**config.mk**
```make
export PLATFORM = sky130hd
export DESIGN_NAME = mdh_interp
export DESIGN_NICKNAME = d
export VERILOG_FILES = /design/src/design/mdh_pkg.sv /design/src/design/mdh_interp.sv
export SDC_FILE = /design/constraint.sdc
export NUM_CORES = 2
export LEC_CHECK = 0
export BUFFER_PORTS_ARGS = -buffer_cell sky130_fd_sc_hd__buf_2
export CAP_MARGIN = 30
export CORE_MARGIN = 2
export CORE_UTILIZATION = 66
export DETAILED_ROUTE_END_ITERATION = 10
export GPL_TIMING_DRIVEN = 0
export PLACE_DENSITY = 0.91
export SLEW_MARGIN = 20
export SYNTH_ARGS = -nofsm -noshare
export SYNTH_HDL_FRONTEND = slang
export SYNTH_SLANG_ARGS = --single-unit
export TNS_END_PERCENT = 50
```
**constraint.sdc**
```tcl
create_clock -name clk -period 11.7 [get_ports clk]
set_input_delay 2.34 -clock clk [delete_from_list [all_inputs] [get_ports clk]]
set_output_delay 2.34 -clock clk [all_outputs]
set_load 0.05 [all_outputs]
```
**src/design/mdh_pkg.sv**
```systemverilog
`default_nettype none
// ----------------------------------------------------------------------------
// mdh_pkg
// Shared constants, register map, state encoding and control bundles for the
// modulated delay line with cubic Hermite interpolation.
// ----------------------------------------------------------------------------
package mdh_pkg;

	// default sizing
	localparam int DEPTH_DEF       = 1024;
	localparam int CHANNELS_DEF    = 2;
	localparam int SAMPLE_BITS_DEF = 24;
	localparam int FRAC_BITS_DEF   = 12;

	// fixed formats of the control values
	localparam int CFG_BITS = 16;   // width of every config register
	localparam int LFO_BITS = 16;   // Q1.15
	localparam int LFO_FRAC = 15;
	localparam int MS_FRAC  = 12;   // Q4.12 milliseconds
	localparam int SPM_FRAC = 8;    // Q8.8 samples per ms

	// delay limits in Q4.12 ms: 3 ms .. 9 ms
	localparam logic [CFG_BITS-1:0] DELAY_MIN = 16'd12288;
	localparam logic [CFG_BITS-1:0] DELAY_MAX = 16'd36864;

	// register map
	localparam int PADDR_BITS = 4;
	localparam int PDATA_BITS = 32;
	localparam logic [1:0] REG_BASE_DELAY     = 2'd0;
	localparam logic [1:0] REG_PITCH_DEPTH    = 2'd1;
	localparam logic [1:0] REG_SAMPLES_PER_MS = 2'd2;

	localparam logic [CFG_BITS-1:0] RST_BASE_DELAY     = 16'd24576;
	localparam logic [CFG_BITS-1:0] RST_PITCH_DEPTH    = 16'd0;
	localparam logic [CFG_BITS-1:0] RST_SAMPLES_PER_MS = 16'd12288;

	// sequencer states
	typedef enum logic [3:0] {
		ST_CLEAR,
		ST_IDLE,
		ST_MUL,
		ST_DMS,
		ST_DSC,
		ST_ADDR,
		ST_RD0,
		ST_RD1,
		ST_COEF,
		ST_H1,
		ST_H2,
		ST_H3,
		ST_FIN
	} state_t;

	// addend of a Horner step
	typedef enum logic [1:0] {
		ADD_C2,
		ADD_C1,
		ADD_Y0
	} add_sel_t;

	// strobes into the read position unit
	typedef struct packed {
		logic mul;
		logic dms;
		logic dsc;
		logic addr;
	} pos_ctl_t;

	// strobes into the interpolator
	typedef struct packed {
		logic     cap;
		logic     coef;
		logic     step;
		add_sel_t add_sel;
	} interp_ctl_t;

endpackage
`default_nettype wire

```
**src/design/mdh_interp.sv**
```systemverilog
`default_nettype none
// ----------------------------------------------------------------------------
// mdh_interp
// Catmull-Rom interpolation: captures two neighbors and takes the other two
// from the read ports, forms the doubled coefficients, runs three Horner
// steps on one shared multiplier, then rounds and saturates.
// ----------------------------------------------------------------------------
module mdh_interp #(
	parameter int SAMPLE_BITS = mdh_pkg::SAMPLE_BITS_DEF,
	parameter int FRAC_BITS   = mdh_pkg::FRAC_BITS_DEF
) (
	input  wire logic                          clk,
	input  wire mdh_pkg::interp_ctl_t          ctl,
	input  wire logic [SAMPLE_BITS-1:0]        rd_a,
	input  wire logic [SAMPLE_BITS-1:0]        rd_b,
	input  wire logic [FRAC_BITS-1:0]          f,
	output logic signed [SAMPLE_BITS-1:0]      y
);
	import mdh_pkg::*;

	localparam int CW = SAMPLE_BITS + 4;   // coefficient width
	localparam int TW = SAMPLE_BITS + 5;   // accumulator width
	localparam logic signed [TW-1:0] YMAX = (TW'(1) <<< (SAMPLE_BITS - 1)) - TW'(1);
	localparam logic signed [TW-1:0] YMIN = -(TW'(1) <<< (SAMPLE_BITS - 1));

	logic signed [SAMPLE_BITS-1:0] ym1_q;
	logic signed [SAMPLE_BITS-1:0] y0_q;
	logic signed [CW-1:0]          c1_q;
	logic signed [CW-1:0]          c2_q;
	logic signed [TW-1:0]          t_q;

	logic signed [CW-1:0]           ym1e, y0e, y1e, y2e, d01;
	logic signed [CW-1:0]           c1, c2, c3;
	logic signed [TW+FRAC_BITS:0]   prod;
	logic signed [TW+FRAC_BITS:0]   prod_sh;
	logic signed [TW-1:0]           addend;
	logic signed [TW-1:0]           rnd;

	// doubled coefficients; y1, y2 arrive on the read ports now
	always_comb begin
		ym1e = CW'(ym1_q);
		y0e  = CW'(y0_q);
		y1e  = CW'($signed(rd_a));
		y2e  = CW'($signed(rd_b));
		d01  = y0e - y1e;
		c1   = y1e - ym1e;
		c2   = (ym1e <<< 1) - (y0e <<< 2) - y0e + (y1e <<< 2) - y2e;
		c3   = (y2e - ym1e) + (d01 <<< 1) + d01;
	end

	// one Horner step: t*f >> F with floor, plus the selected coefficient
	always_comb begin
		prod    = t_q * $signed({1'b0, f});
		prod_sh = prod >>> FRAC_BITS;
		case (ctl.add_sel)
			ADD_C2:  addend = TW'(c2_q);
			ADD_C1:  addend = TW'(c1_q);
			ADD_Y0:  addend = TW'(y0_q) <<< 1;
			default: addend = '0;
		endcase
	end

	always_ff @(posedge clk) begin
		if (ctl.cap) begin
			ym1_q <= $signed(rd_a);
			y0_q  <= $signed(rd_b);
		end
		if (ctl.coef) begin
			c1_q <= c1;
			c2_q <= c2;
			t_q  <= TW'(c3);
		end else if (ctl.step) begin
			t_q <= TW'(prod_sh) + addend;
		end
	end

	// round half up and saturate
	always_comb begin
		rnd = (t_q + TW'(1)) >>> 1;
		if (rnd > YMAX) begin
			y = YMAX[SAMPLE_BITS-1:0];
		end else if (rnd < YMIN) begin
			y = YMIN[SAMPLE_BITS-1:0];
		end else begin
			y = rnd[SAMPLE_BITS-1:0];
		end
	end
endmodule
`default_nettype wire

```
==> impl_metrics.tcl <==
set metrics [dict create \
    synth_area_per_cell_um2 9.43 \
    grt_setup_unrepaired "false" \
    synth_top_family_by_area "adder cells" \
    drt_wl_total_um 65300 \
    use_met1_pct 40.7 \
    fin_setup_tns_ps 0 \
    max_freq_ghz 0.0914 \
    fp.coreArea_um2 37800 \
    drcViolationCount 0 \
    grtUsageMet2_pct 58.4 \
    cp_data_required_time_ps 11860 \
    hold_ws_ps 706 \
    synth_compound_area_share_pct 9.69 \
    synth_top_cell_by_area "fa_1" \
    worstSkewPairLatency_ps 440 \
    critPathMaxFanout 10 \
    crit_slowest_cell "clkbuf_1" \
    dieArea_um2 40100 \
    synth_common_cells "inv_1 (540), fa_1 (432), nand2_1 (264), ha_1 (222), and2_1 (178)" \
    async_flop_share_pct 0 \
    placed_area_um2 26500 \
    ys_warn_count 0 \
    crit_path_frequent_cell "fa_1" \
    reg2regPathDepth 32 \
    syn_inst 2697 \
    synth_simple_gate_area_share_pct 13.5 \
    path_clk_slew_ps 60 \
    via_per_inst 5.95 \
    slew_headroom_pct 38.5 \
    grt-ovfl-total 0 \
    antenna_cells 0 \
    synth_fa_ha_area_share_pct 44.9 \
    clockBufferDepth 2 \
    path_depth 34 \
    dp.final_hpwl_um 53300 \
    grt_pass1_wl_um 109000 \
    first_global_vias 21700 \
    finalCritPeriodShare_pct 93.5 \
    antenna_found_initial 1 \
    synth-edff-count 130 \
    hold_viol 0 \
    drt_iter0_drc 1411 \
    syn-cell-area_um2 25400 \
    cap_violations 0 \
    root_buffer "clkbuf_16" \
    ys_seq_area_share_pct 15.4 \
    die_x_um 200 \
    nets 3517 \
    wl_per_cell_um 19.7 \
    grt_max_degree 55 \
    drtAntennaViolNets 0 \
    cp-start-kind "input port" \
    cp-end-kind "register" \
    endpoint "t_q[28]" \
    setup_viol 0 \
    ys_types 69 \
    hold_path_class "register to register" \
    crit_arrival_ps 11100 \
    cts_setup_buffers 0 \
    fp.dieH_um 200 \
    io_buffers 78 \
    crit_family "compound AO/OA/AOI/OAI gates" \
    worst-r2r-setup-slack_ps 2640 \
    routed-via-count 19700 \
    fin_worst_skew_ps 13.9 \
    synth_ff_type "edfxtp_1" \
    fillCellCount 2563 \
    slew_viol_final 0 \
    max_slew.worst_pin.slew_ps 923 \
    place.gp.congestion 0.938 \
    synth-seq-cells 130 \
    cts_buffers 17 \
    worst-setup-path-type "input port to register" \
    synthTopCellsByArea "fa_1 (34%), edfxtp_1 (15%), ha_1 (11%)" \
    syn_nets 3417 \
    ctsHoldBuffers 0 \
    yosysMostFrequentCell "inv_1" \
    cts.sinks 130 \
    synth_top_area_share_pct 34.0 \
    worstReg2RegStart "t_q[9]" \
    start_util_pct 67.2 \
    grt.busiest_layer "met2" \
    cts_tree "done" \
    syn_to_final_growth_pct 6.48 \
    final_area_um2 27100 \
    synth-xor-area-share_pct 5.79 \
    io_pins 90 \
    globalRouteMet3Util_pct 5.78 \
    outcome "finished, final reports clean" \
    r2r-end "t_q[28]" \
    crit_start "f[2]" \
    critPathBufInv 6 \
    htreeDepth 4 \
    synthMuxAreaShare_pct 1.39 \
    row_count 71 \
    dr.pass1.iters 8 \
    track_usage_pct 34.0 \
    drive_above_1_share_pct 5.23 \
    ctsResizeCount 0 \
    fin_crit_ps 10940 \
    critPathMaxStageDelay_ps 570 \
]
## worst min path at each step
stage | depth (start not counted) | startpoint | endpoint | slack [ps]
after floorplan | 1 | ym1_q[0] | c2_q[1] | 650
after global placement | 1 | ym1_q[0] | c2_q[1] | 680
after detailed placement | 1 | ym1_q[0] | c2_q[1] | 700
after CTS | 1 | ym1_q[0] | c2_q[1] | 710
after global routing | 1 | ym1_q[0] | c2_q[1] | 760
final | 1 | ym1_q[0] | c2_q[1] | 710
## metal layers
| layer | vias up | routed length [um] |
|---|---|---|
| met2 | 1029 | 32600 |
| met3 | 255 | 5220 |
| met4 | 2 | 3990 |
| met5 | - | 13 |
| li1 | 8731 | - |
| met1 | 9728 | 23500 |
## sequential cells by signal, summed over array words and instances, names as in the netlist
register / flops
t_q: 29
c2_q: 28
c1_q: 25
y0_q: 24
ym1_q: 24
## metrics by stage
stage / instances / worst slack, ps / util, %
final: 3320 / 757 / 71.5
after detailed placement: 3287 / 481 / 70.0
after floorplan: 2697 / 1800 / -
after CTS: 3318 / 905 / 71.5
after global placement: 3286 / 679 / 69.9
after global routing: 3320 / 284 / 71.5
## cell families (layout without fill, tap and decap cells)
logic type,count (synthesis),count (layout)
muxes,35,35
xor gates and xnor gates,168,168
AOI/OAI and AO/OA,387,387
and+or+nand+nor,694,694
buffers and inverters,629,741
adders and majority gates,654,654
DFF,130,130
## cell usage in the layout, fill, tap and decap left out, drive strengths merged, types with 20 or more instances in the layout
cell,n
xor2,58
nor2,81
nand3,29
inv,541
nor2b,21
a21oi,113
clkbuf,94
a21o,52
o21ai,110
nand2b,20
nor3,28
buf,93
fa,432
mux2i,32
xnor2,110
ha,222
and2,178
nand2,264
edfxtp,130
## area by class of cell
| cell class | instances | area, um^2 | share of cell area (%) |
|---|---|---|---|
| Buffer | 88 | 343 | 1.27 |
| Tap cell | 511 | 639 | 2.36 |
| Clock inverter | 13 | 144 | 0.531 |
| Sequential cell | 130 | 3900 | 14.4 |
| Clock buffer | 18 | 429 | 1.59 |
| Multi-Input combinational cell | 1938 | 19100 | 70.7 |
| Inverter | 541 | 2030 | 7.50 |
| Timing Repair Buffer | 81 | 435 | 1.61 |
Power is left out: the tool's default activity adds up to more than one toggle a clock period on the data nets, which glitch-free logic cannot reach.
