`config.mk`:
```
export PLATFORM = sky130hd
export DESIGN_NAME = mdh_pos
export DESIGN_NICKNAME = d
export VERILOG_FILES = /design/src/design/mdh_pkg.sv /design/src/design/mdh_pos.sv
export SDC_FILE = /design/constraint.sdc
export NUM_CORES = 1
export LEC_CHECK = 0
export ABC_CLOCK_PERIOD_IN_PS = 8400
export BUFFER_PORTS_ARGS = -buffer_cell sky130_fd_sc_hd__buf_2
export CAP_MARGIN = 20
export CORE_ASPECT_RATIO = 1.25
export CORE_MARGIN = 2
export CORE_UTILIZATION = 58
export CTS_CLUSTER_SIZE = 16
export DETAILED_ROUTE_END_ITERATION = 10
export PLACE_DENSITY = 0.86
export REMOVE_ABC_BUFFERS = 1
export SLEW_MARGIN = 40
export SYNTH_ARGS = -nofsm -noshare
export SYNTH_HDL_FRONTEND = slang
export SYNTH_SLANG_ARGS = --single-unit
```
`constraint.sdc`:
```
create_clock -name clk -period 8.4 [get_ports clk]
set_input_delay 1.68 -clock clk [delete_from_list [all_inputs] [get_ports clk]]
set_output_delay 1.68 -clock clk [all_outputs]
set_load 0.05 [all_outputs]
```
`src/design/mdh_pkg.sv`:
```
`default_nettype none
// ----------------------------------------------------------------------------
// mdh_pkg
// Shared constants, register map, state encoding and control bundles for the
// modulated delay line with cubic Hermite interpolation.
// ----------------------------------------------------------------------------
package mdh_pkg;

	// default sizing
	localparam int DEPTH_DEF       = 1024;
	localparam int CHANNELS_DEF    = 2;
	localparam int SAMPLE_BITS_DEF = 24;
	localparam int FRAC_BITS_DEF   = 12;

	// fixed formats of the control values
	localparam int CFG_BITS = 16;   // width of every config register
	localparam int LFO_BITS = 16;   // Q1.15
	localparam int LFO_FRAC = 15;
	localparam int MS_FRAC  = 12;   // Q4.12 milliseconds
	localparam int SPM_FRAC = 8;    // Q8.8 samples per ms

	// delay limits in Q4.12 ms: 3 ms .. 9 ms
	localparam logic [CFG_BITS-1:0] DELAY_MIN = 16'd12288;
	localparam logic [CFG_BITS-1:0] DELAY_MAX = 16'd36864;

	// register map
	localparam int PADDR_BITS = 4;
	localparam int PDATA_BITS = 32;
	localparam logic [1:0] REG_BASE_DELAY     = 2'd0;
	localparam logic [1:0] REG_PITCH_DEPTH    = 2'd1;
	localparam logic [1:0] REG_SAMPLES_PER_MS = 2'd2;

	localparam logic [CFG_BITS-1:0] RST_BASE_DELAY     = 16'd24576;
	localparam logic [CFG_BITS-1:0] RST_PITCH_DEPTH    = 16'd0;
	localparam logic [CFG_BITS-1:0] RST_SAMPLES_PER_MS = 16'd12288;

	// sequencer states
	typedef enum logic [3:0] {
		ST_CLEAR,
		ST_IDLE,
		ST_MUL,
		ST_DMS,
		ST_DSC,
		ST_ADDR,
		ST_RD0,
		ST_RD1,
		ST_COEF,
		ST_H1,
		ST_H2,
		ST_H3,
		ST_FIN
	} state_t;

	// addend of a Horner step
	typedef enum logic [1:0] {
		ADD_C2,
		ADD_C1,
		ADD_Y0
	} add_sel_t;

	// strobes into the read position unit
	typedef struct packed {
		logic mul;
		logic dms;
		logic dsc;
		logic addr;
	} pos_ctl_t;

	// strobes into the interpolator
	typedef struct packed {
		logic     cap;
		logic     coef;
		logic     step;
		add_sel_t add_sel;
	} interp_ctl_t;

endpackage
`default_nettype wire

```
`src/design/mdh_pos.sv`:
```
`default_nettype none
// ----------------------------------------------------------------------------
// mdh_pos
// Read position: modulated delay in ms, clamp, scale to samples, wrap behind
// the write pointer. One step per strobe.
// ----------------------------------------------------------------------------
module mdh_pos #(
	parameter int DEPTH     = mdh_pkg::DEPTH_DEF,
	parameter int FRAC_BITS = mdh_pkg::FRAC_BITS_DEF
) (
	input  wire logic                          clk,
	input  wire mdh_pkg::pos_ctl_t             ctl,
	input  wire logic signed [15:0]            lfo,
	input  wire logic [15:0]                   base_delay_ms,
	input  wire logic signed [15:0]            pitch_depth,
	input  wire logic [15:0]                   samples_per_ms,
	input  wire logic [$clog2(DEPTH)-1:0]      wp,
	output logic      [$clog2(DEPTH)-1:0]      i0,
	output logic      [FRAC_BITS-1:0]          f
);
	import mdh_pkg::*;

	localparam int AW     = $clog2(DEPTH);
	localparam int PW     = AW + FRAC_BITS + 1;
	localparam int DSHIFT = MS_FRAC + SPM_FRAC - FRAC_BITS;
	localparam logic [31:0]   DMAX = 32'(DEPTH - 3) << FRAC_BITS;
	localparam logic [PW-1:0] SPAN = PW'(DEPTH) << FRAC_BITS;

	logic signed [31:0] prod_s1;
	logic [15:0]        dms_s2;
	logic [31:0]        dprod_s3;

	logic signed [31:0] prod_sh;
	logic signed [17:0] dms_sum;
	logic [15:0]        dms_clamp;
	logic [31:0]        dsh;
	logic [PW-1:0]      dcl;
	logic [PW-1:0]      rp;
	logic [PW-1:0]      rp_wrap;

	// delay in ms with clamp to the allowed window
	always_comb begin
		prod_sh = prod_s1 >>> LFO_FRAC;
		dms_sum = $signed({2'b00, base_delay_ms}) + $signed({prod_sh[16], prod_sh[16:0]});
		if (dms_sum < $signed({2'b00, DELAY_MIN})) begin
			dms_clamp = DELAY_MIN;
		end else if (dms_sum > $signed({2'b00, DELAY_MAX})) begin
			dms_clamp = DELAY_MAX;
		end else begin
			dms_clamp = dms_sum[15:0];
		end
	end

	// samples behind the write pointer, saturated, then wrapped
	always_comb begin
		dsh     = dprod_s3 >> DSHIFT;
		dcl     = (dsh > DMAX) ? PW'(DMAX) : PW'(dsh);
		rp      = (PW'(wp) << FRAC_BITS) + SPAN - dcl;
		rp_wrap = (rp >= SPAN) ? rp - SPAN : rp;
	end

	always_ff @(posedge clk) begin
		if (ctl.mul) begin
			prod_s1 <= lfo * pitch_depth;
		end
		if (ctl.dms) begin
			dms_s2 <= dms_clamp;
		end
		if (ctl.dsc) begin
			dprod_s3 <= 32'(dms_s2) * 32'(samples_per_ms);
		end
		if (ctl.addr) begin
			i0 <= rp_wrap[FRAC_BITS +: AW];
			f  <= rp_wrap[FRAC_BITS-1:0];
		end
	end
endmodule
`default_nettype wire

```
==> results.py, run 1 <==
metrics = {
    "outcome": {
        "status": "completed",
    },
    "layout": {
        "final_cell_mix": "524 x inv_1, 455 x fa_1, 268 x nand2_1, 267 x and2_1, 206 x ha_1",
        "layout.nets": 3107,
        "syn_to_final_growth_pct": 5.29,
        "final_layout_size_suffix_gt1_share_pct": 5.99,
        "final_cells": 2860,
        "layout_commonest_cell": "inv_1",
    },
    "hold_path": {
        "min-delay-path-class": "reg2reg",
    },
    "logic_synthesis": {
        "synthArstFlopShare_pct": 0,
        "synthDistinctLibCells": 71,
        "synth_area_sq_mm": 0.0220,
        "ys_ff_latch": 79,
        "synth_top_family_by_area": "adder cells",
        "syn_area_per_cell_sq_um": 9.45,
        "synthCells": 2325,
        "synth-simple-area-share_pct": 16.7,
        "synth_edf_count": 79,
        "yosysTopAreaCellShare_pct": 41.5,
        "synthTopCellsByArea": "fa_1 41%, ha_1 12%, edfxtp_1 11%",
        "yosys.area.top_type": "fa_1",
        "yosysSeqAreaShare_pct": 10.8,
        "synth_mux_area_share_pct": 0.188,
        "synth_ff_type": "edfxtp_1",
        "synthXorXnorAreaFrac_pct": 3.03,
        "yosysWarnings": 0,
        "synth_compound_area_share_pct": 5.86,
        "synthAdderAreaFrac_pct": 53.2,
    },
    "global_routing": {
        "grt_overflow": 0,
        "grt_pass1_wl_um": 88000,
        "use_met2_pct": 50.9,
        "global_route.usage.met1_pct": 30.5,
        "grtUsageMet3_pct": 5.35,
        "antenna_found_initial": 4,
        "grt_max_degree": 25,
        "top_usage_layer": "met2",
        "grt_usage_pct": 28.8,
        "grt_pass1_vias": 18200,
    },
    "placement": {
        "place.gp.congestion": 0.988,
        "post-place-ws_ps": 468,
        "io_buffers": 100,
        "dp.cells": 2842,
        "dpl.hpwl_um": 43400,
    },
    "clocking": {
        "cts_max_level": 3,
        "cts_buffers": 9,
        "cts_root_buf": "clkbuf_16",
        "clock-sinks": 79,
        "cts_tree": "built",
        "post_cts_resized": 0,
        "cts_hold_buf": 0,
        "clk_latency_ps": 360,
        "cts_buffer_depth": 2,
        "post_cts_buffers": 0,
        "path_clk_slew_ps": 70,
    },
    "critical_path": {
        "arrival_ps": 7660,
        "crit_path_start_kind": "primary input",
        "worst_ep_required_time_ps": 8500,
        "critPathKind": "in2reg",
        "endpoint_kind": "flip-flop",
        "cp_max_fo": 16,
    },
    "route": {
        "routedWlPerCell_um": 18.7,
        "drt_iter0_drc": 1092,
        "ant_nets": 0,
        "remaining_drc_errors": 0,
        "via_per_inst": 5.69,
        "drt_wl_total_um": 53400,
        "num_vias": 16300,
        "drt_pass1_iterations": 6,
    },
    "sta": {
        "min_period_over_period_pct": 90.0,
        "grt_setup_unrepaired": "no",
        "fin_setup_tns_ps": 0,
        "clock_skew_ps": 12.4,
        "fmax_mhz": 132,
        "finalHoldViolations": 0,
        "finalWorstSetupSlack_ps": 844,
        "worstMarginPinSlew_ps": 837,
        "fin_crit_ps": 7560,
        "slew_headroom_pct": 44.2,
        "finalSetupViolations": 0,
        "finalMaxSlewViolations": 0,
    },
    "die": {
        "core_sq_mm": 0.0373,
        "boundaryPins": 101,
        "chipWidth_um": 178,
        "fp-row-count": 79,
        "start_util_pct": 58.9,
        "die_y_um": 222,
        "die-area_sq_mm": 0.0394,
    },
    "job": {
        "drv_cap": 0,
    },
}
[area by class of cell]
cell class	count	area, sq um
Antenna cell	2	5.00
Clock buffer	10	229
Clock inverter	6	68.8
Fill cell	2958	14100
Inverter	524	1970
Multi-Input combinational cell	1648	17300
Sequential cell	79	2370
Tap cell	486	608
Timing Repair Buffer	105	538
[per-stage QoR]
step	utilization, %	cell area, sq um	hold WS (ps)
after global placement	61.2	22800	598
after global routing	62.0	23100	624
after detailed placement	61.2	22800	612
final	62.1	23100	622
after CTS	62.0	23100	608
after floorplan	-	21700	567
[metal layers]
layer | vias up | share of wire (%)
met3 | 269 | 6.5
li1 | 7180 | -
met4 | 4 | 8.1
met2 | 702 | 52
met5 | - | 0.049
met1 | 8126 | 33
[Yosys cell counts (all sizes together), types with 3 or more instances]
master and count:
a211oi 9, a21boi 4, inv 524, nor3 18, a31oi 12, mux2i 3
o21a 11, or4 4, xor2 27, nor2b 10, nor3b 8, a21o 26
and2 267, o21ai 33, edfxtp 79, nor2 74, o211ai 5, nor4b 3
fa 455, nor4 4, or2 4, nand4 13, xnor2 49, and3 9
clkbuf 72, o21bai 3, ha 206, nand2 268, a21oi 54, nand2b 8
nand3 16, o31ai 3, or3 3
[state kept, by name, indices dropped and copies added (netlist names)]
| signal | flops |
|---|---|
| f | 12 |
| dprod_s3 | 24 |
| prod_s1 | 17 |
| i0 | 10 |
| dms_s2 | 16 |
[critical path: stages]
cell      delay (ps)
buf_2            290
nand2_1          160
fa_1             540
fa_1             520
fa_1             520
inv_1             60
fa_1             490
fa_1             490
inv_1             50
fa_1             470
inv_1             40
ha_1             300
nand3_1          130
nor2_1           120
nand3_1          260
a211oi_1         530
o21ai_1          280
o311a_1          390
nor3_1           220
xor2_1           100
[logic make-up after synthesis]
logic type | Yosys count
and+or+nand+nor | 717
adders and majority gates | 661
buffers and inverters | 598
AOI/OAI and AO/OA | 190
DFF | 79
xor gates and xnor gates | 76
muxes | 4
[path summary, 6_finish.rpt]
kind,startpoint,cells past startpoint,to,slack [ps]
max,pitch_depth[1],20,prod_s1[30],840
min,dprod_s3[19],1,f[11],620
max reg2reg,dms_s2[10],20,dprod_s3[29],1570
min reg2reg,dprod_s3[19],1,f[11],620
Power of run 1 is left out: the tool's default activity adds up to more than one toggle a clock period on the data nets, which glitch-free logic cannot reach.
==> run 2, diff against run 1 <==
--- a/config.mk
+++ b/config.mk
@@ -14,6 +14,6 @@
 export CTS_CLUSTER_SIZE = 16
 export DETAILED_ROUTE_END_ITERATION = 10
+export GPL_TIMING_DRIVEN = 0
 export PLACE_DENSITY = 0.86
-export REMOVE_ABC_BUFFERS = 1
 export SLEW_MARGIN = 40
 export SYNTH_ARGS = -nofsm -noshare
==> constraint.sdc (replaced) <==
create_clock -name clk -period 8.4 [get_ports clk]
set_input_delay 1.68 -clock clk [delete_from_list [all_inputs] [get_ports clk]]
set_output_delay 1.68 -clock clk [all_outputs]
set_load 0.01 [all_outputs]
==> run 2 against run 1 <==
- via count is 1.9% higher
- first-iteration DRC count is 8.1% lower
- setup slack worse by 550 ps
- clock-buffer cell count stayed put
- non-clock buffer count is 68 higher
- critical path depth is 3 higher
- utilization is 0.66 points higher
- sequential share of layout area is 0.11 points lower
- routed wire length is 0.74% higher
- die area stayed put
- sequential cell count stayed put
- final area is 1.1% higher
==> results.py, run 2 (synthesis gave the netlist of run 1 again) <==
metrics = {
    "outcome": {
        "status": "completed",
    },
    "die": {
        "die_y_um": 222,
        "boundaryPins": 101,
        "chipWidth_um": 178,
        "die-area_sq_mm": 0.0394,
        "fp-row-count": 79,
        "start_util_pct": 58.9,
        "core_sq_mm": 0.0373,
    },
    "sta": {
        "fin_crit_ps": 8100,
        "finalHoldViolations": 0,
        "fin_setup_tns_ps": 0,
        "finalWorstSetupSlack_ps": 297,
        "min_period_over_period_pct": 96.5,
        "slew_headroom_pct": 47.3,
        "finalMaxSlewViolations": 0,
        "fmax_mhz": 123,
        "grt_setup_unrepaired": "no",
        "clock_skew_ps": 7.32,
        "whs_ps": 630,
        "finalSetupViolations": 0,
        "worstMarginPinSlew_ps": 785,
    },
    "route": {
        "drt_wl_total_um": 53800,
        "ant_nets": 0,
        "met2WireLength_um": 28300,
        "routedWlPerCell_um": 18.4,
        "via_per_inst": 5.67,
        "wl_met1_um": 18200,
        "num_vias": 16600,
        "drt_pass1_iterations": 5,
        "remaining_drc_errors": 0,
        "wl_met3_um": 3380,
        "drt_iter0_drc": 1004,
        "top_layer": "met4",
    },
    "global_routing": {
        "grt_usage_pct": 28.8,
        "grt_pass1_vias": 18500,
        "grt_max_degree": 25,
        "antenna_found_initial": 0,
        "grt_pass1_wl_um": 88900,
        "grt_overflow": 0,
    },
    "critical_path": {
        "cp_slowest_cell": "nor3_1",
        "crit_path_start_kind": "primary input",
        "cp_max_fo": 10,
        "path_common_cell": "fa_1",
        "r2r-start": "dms_s2[7]",
        "worstPathCellList": "buf_2 > clkbuf_1 > nand2_1 > fa_1 > inv_1 > fa_1 > inv_1 > fa_1 > inv_1 > fa_1 > fa_1 > inv_1 > fa_1 > inv_1 > ha_1 > a21oi_1 > o21ai_0 > nor3_1 > a211oi_1 > o21ai_1 > o21bai_1 > a21oi_1 > xnor2_1",
        "endpoint_kind": "flip-flop",
        "arrival_ps": 8210,
        "worst_ep_required_time_ps": 8500,
        "critPathKind": "in2reg",
        "slowest_delay_ps": 650,
        "startpoint": "lfo[7]",
    },
    "layout": {
        "final_cell_mix": "524 x inv_1, 455 x fa_1, 268 x nand2_1, 267 x and2_1, 206 x ha_1",
        "largest_register_ffs": 24,
        "final_layout_size_suffix_gt1_share_pct": 5.74,
        "diodes": 0,
        "seqCellArea_sq_mm": 0.00237,
        "regMostFlops": "dprod_s3",
        "syn_to_final_growth_pct": 6.42,
        "fill_cells": 2922,
        "layout_commonest_cell": "inv_1",
        "multiInputGateArea_sq_mm": 0.0173,
        "layout.nets": 3175,
        "reg_top3": "dprod_s3 (24), prod_s1 (17), dms_s2 (16)",
    },
    "clocking": {
        "cts_buffer_depth": 2,
        "cts_buffers": 9,
        "clock-sinks": 79,
        "path_clk_slew_ps": 60,
        "cts_max_level": 3,
        "clk_latency_ps": 350,
        "cts_hold_buf": 0,
        "cts_root_buf": "clkbuf_16",
        "cts_tree": "built",
    },
    "placement": {
        "place.gp.congestion": 0.968,
        "io_buffers": 100,
        "dpl.hpwl_um": 46200,
        "post-place-ws_ps": -105,
    },
    "job": {
        "drv_cap": 0,
    },
    "logic_synthesis": {
        "syn-num-nets": 3065,
    },
    "hold_path": {
        "hold_start": "dprod_s3[12]",
        "min-delay-path-class": "reg2reg",
    },
}
-- run 2: cell count changes in the layout (fill, tap and decap cells not counted) --
cell	before	now
a2111oi_2	0	1
clkbuf_1	1	72
buf_6	0	1
buf_2	100	101
a2111oi_0	2	1
diode_2	2	0
buf_4	5	0
-- run 2: routing by layer --
metal	GRT usage, %	vias to the layer above
met5	0	-
met2	52.1	708
li1	-	7318
met3	3.86	233
met4	18.1	0
met1	31.5	8336
-- run 2: metrics by stage --
| stage | utilization [%] | cells | area [sq um] |
|---|---|---|---|
| floorplan | - | 2325 | 22000 |
| global route | 62.7 | 2926 | 23400 |
| detailed placement | 61.9 | 2911 | 23100 |
| global placement | 61.9 | 2911 | 23100 |
| finish | 62.7 | 2926 | 23400 |
| CTS | 62.7 | 2927 | 23400 |
-- run 2: final timing paths --
kind | endpoint | slack, ps | depth (start not counted)
setup / recovery | prod_s1[25] | 300 | 23
hold / removal | f[4] | 630 | 1
setup reg to reg | dprod_s3[29] | 1330 | 22
hold reg to reg | f[4] | 630 | 1
-- run 2: final cells by class --
| type | instances | area share [%] |
|---|---|---|
| Buffer | 73 | 1.21 |
| Clock buffer | 10 | 0.980 |
| Clock inverter | 6 | 0.294 |
| Inverter | 524 | 8.42 |
| Multi-Input combinational cell | 1648 | 74.2 |
| Sequential cell | 79 | 10.2 |
| Tap cell | 486 | 2.60 |
| Timing Repair Buffer | 100 | 2.14 |
-- run 2: worst max-delay path, delay by kind of cell --
kind                       cells  cell delay (ps)
AOI/OAI and AO/OA              6             1320
and+or+nand+nor                2              830
buffers and inverters          7              960
xor gates and xnor gates       1               80
adders and majority gates      7             3340
-- run 2: timing repair --
item	4_1_cts	5_1_grt
setup buffers	0	0
endpoints found under the hold margin	0	0
resized for setup	0	1
setup endpoints to repair	0	3
Power of run 2 is left out for the same reason.
==> run 3, diff against run 2 <==
BUFFER_PORTS_ARGS = default   (was -buffer_cell sky130_fd_sc_hd__buf_2)
DONT_BUFFER_PORTS = 1   (was default)
PLACE_DENSITY = 0.84   (was 0.86)
==> run 3 against run 2 <==
- routed wire length down 0.68%
- register-to-register slack got worse by 120 ps
- fmax increased by 2.6%
- cell count down 3.3%
- via count fell by 3.6%
- first-iteration DRC count is 3.4% higher
- clock skew is 2.9 ps higher
==> results.py, run 3 (synthesis gave the netlist of run 1 again) <==
metrics = {
    "die": {
        "fp-row-count": 79,
        "core_sq_mm": 0.0373,
        "boundaryPins": 101,
        "die_y_um": 222,
        "die-area_sq_mm": 0.0394,
        "start_util_pct": 58.9,
        "chipWidth_um": 178,
    },
    "layout": {
        "layout_commonest_cell": "inv_1",
        "final_cell_mix": "524 x inv_1, 455 x fa_1, 268 x nand2_1, 267 x and2_1, 206 x ha_1",
        "reg_top3": "dprod_s3 (24), prod_s1 (17), dms_s2 (16)",
        "post-route-util_pct": 61.5,
        "largest_register_ffs": 24,
        "syn_to_final_growth_pct": 4.30,
        "regMostFlops": "dprod_s3",
        "layout.nets": 3076,
        "final_layout_size_suffix_gt1_share_pct": 1.75,
    },
    "global_routing": {
        "grt_usage_pct": 28.4,
        "grt_overflow": 0,
        "grt_pass1_vias": 17600,
        "grt_pass1_wl_um": 87100,
        "grt_max_degree": 25,
        "antenna_found_initial": 2,
    },
    "placement": {
        "place.gp.congestion": 0.952,
        "dpl.hpwl_um": 46000,
        "io_buffers": 0,
    },
    "critical_path": {
        "slowest_delay_ps": 620,
        "endpoint_kind": "flip-flop",
        "worstPathCellList": "clkbuf_1 > nand2_1 > fa_1 > fa_1 > inv_1 > ha_1 > inv_1 > fa_1 > fa_1 > inv_1 > fa_1 > ha_1 > nand2_1 > o21ai_0 > a21oi_1 > a2111oi_2 > o21ai_0 > a31oi_1 > mux2i_1 > o211ai_1",
        "critPathKind": "in2reg",
        "arrival_ps": 7990,
        "cp_num_buf_inv": 4,
        "crit_path_start_kind": "primary input",
        "path_common_cell": "fa_1",
        "path_delay_family": "adder cells",
        "r2r-start": "dms_s2[8]",
        "timing.rr.end": "dprod_s3[29]",
        "rrSetupSlack_ps": 1210,
        "cp_max_fo": 10,
        "cp_slowest_cell": "o21ai_0",
        "ff2ff_path_depth": 20,
        "worst_ep_required_time_ps": 8490,
    },
    "clocking": {
        "cts_buffers": 9,
        "post_cts_buffers": 0,
        "post_cts_resized": 0,
        "clock-sinks": 79,
        "cts_buffer_depth": 2,
        "clk_latency_ps": 360,
        "path_clk_slew_ps": 70,
        "cts_root_buf": "clkbuf_16",
        "cts_hold_buf": 0,
        "cts_max_level": 3,
        "cts_tree": "built",
    },
    "route": {
        "routedWlPerCell_um": 18.9,
        "drt_pass1_iterations": 6,
        "via_per_inst": 5.66,
        "drt_iter0_drc": 1038,
        "num_vias": 16000,
        "drt_wl_total_um": 53400,
        "remaining_drc_errors": 0,
        "ant_nets": 0,
    },
    "sta": {
        "fin_setup_tns_ps": 0,
        "worstMarginPinSlew_ps": 757,
        "fmax_mhz": 127,
        "clock_skew_ps": 10.2,
        "finalMaxSlewViolations": 0,
        "fin_crit_ps": 7890,
        "min_period_over_period_pct": 94.0,
        "finalHoldViolations": 0,
        "slew_headroom_pct": 49.0,
        "grt_setup_unrepaired": "no",
        "finalSetupViolations": 0,
    },
    "logic_synthesis": {
        "syn-num-nets": 3065,
    },
    "hold_path": {
        "min-delay-path-class": "reg2reg",
        "min_path_cells": 1,
        "min_to": "f[11]",
        "hold_start": "dprod_s3[19]",
    },
    "outcome": {
        "status": "completed",
    },
    "job": {
        "drv_cap": 0,
    },
}
run 3: per-layer routing:
layer	track usage, %	part of all wire (%)
met5	0	0.034
met4	18.4	7.6
met3	4.92	6.4
met2	51.3	52
met1	30.1	34
run 3: worst reg2reg max path, delay by kind of cell, from the launching register on:
kind / cells / cell delay (ps)
adders and majority gates: 7 / 3400
buffers and inverters: 4 / 690
DFF: 1 / 550
AOI/OAI and AO/OA: 4 / 1380
muxes: 1 / 240
and+or+nand+nor: 4 / 670
run 3: through the flow:
step	hold slack [ps]	instances	cell area (sq um)	worst slack (ps)
3_3_place_gp	591	2811	22600	109
2_1_floorplan	567	2325	22000	1040
5_1_grt	645	2828	22900	232
6_report	644	2828	22900	506
4_1_cts	632	2827	22900	99.4
3_5_place_dp	623	2811	22600	-152
run 3: final cells by class:
class / instances / area (sq um)
diodes: 1 / 2.50
plain buffers: 74 / 287
clock inverters: 7 / 103
fillers: 2999 / 14400
flip-flops and latches: 79 / 2370
clock buffers: 9 / 225
multi-input cells: 1648 / 17300
inverters: 524 / 1970
well taps: 486 / 608
run 3: worst max-delay path by stage:
stage                       from            to  slack (ps)  depth (start not counted)
2_1_floorplan  samples_per_ms[7]  dprod_s3[29]        1040                         22
3_3_place_gp   samples_per_ms[3]  dprod_s3[29]         110                         19
3_5_place_dp   samples_per_ms[2]  dprod_s3[29]        -150                         20
4_1_cts        samples_per_ms[2]  dprod_s3[29]         100                         20
5_1_grt        samples_per_ms[7]  dprod_s3[29]         230                         22
6_report       samples_per_ms[2]  dprod_s3[29]         510                         20
Power of run 3 is left out for the same reason.
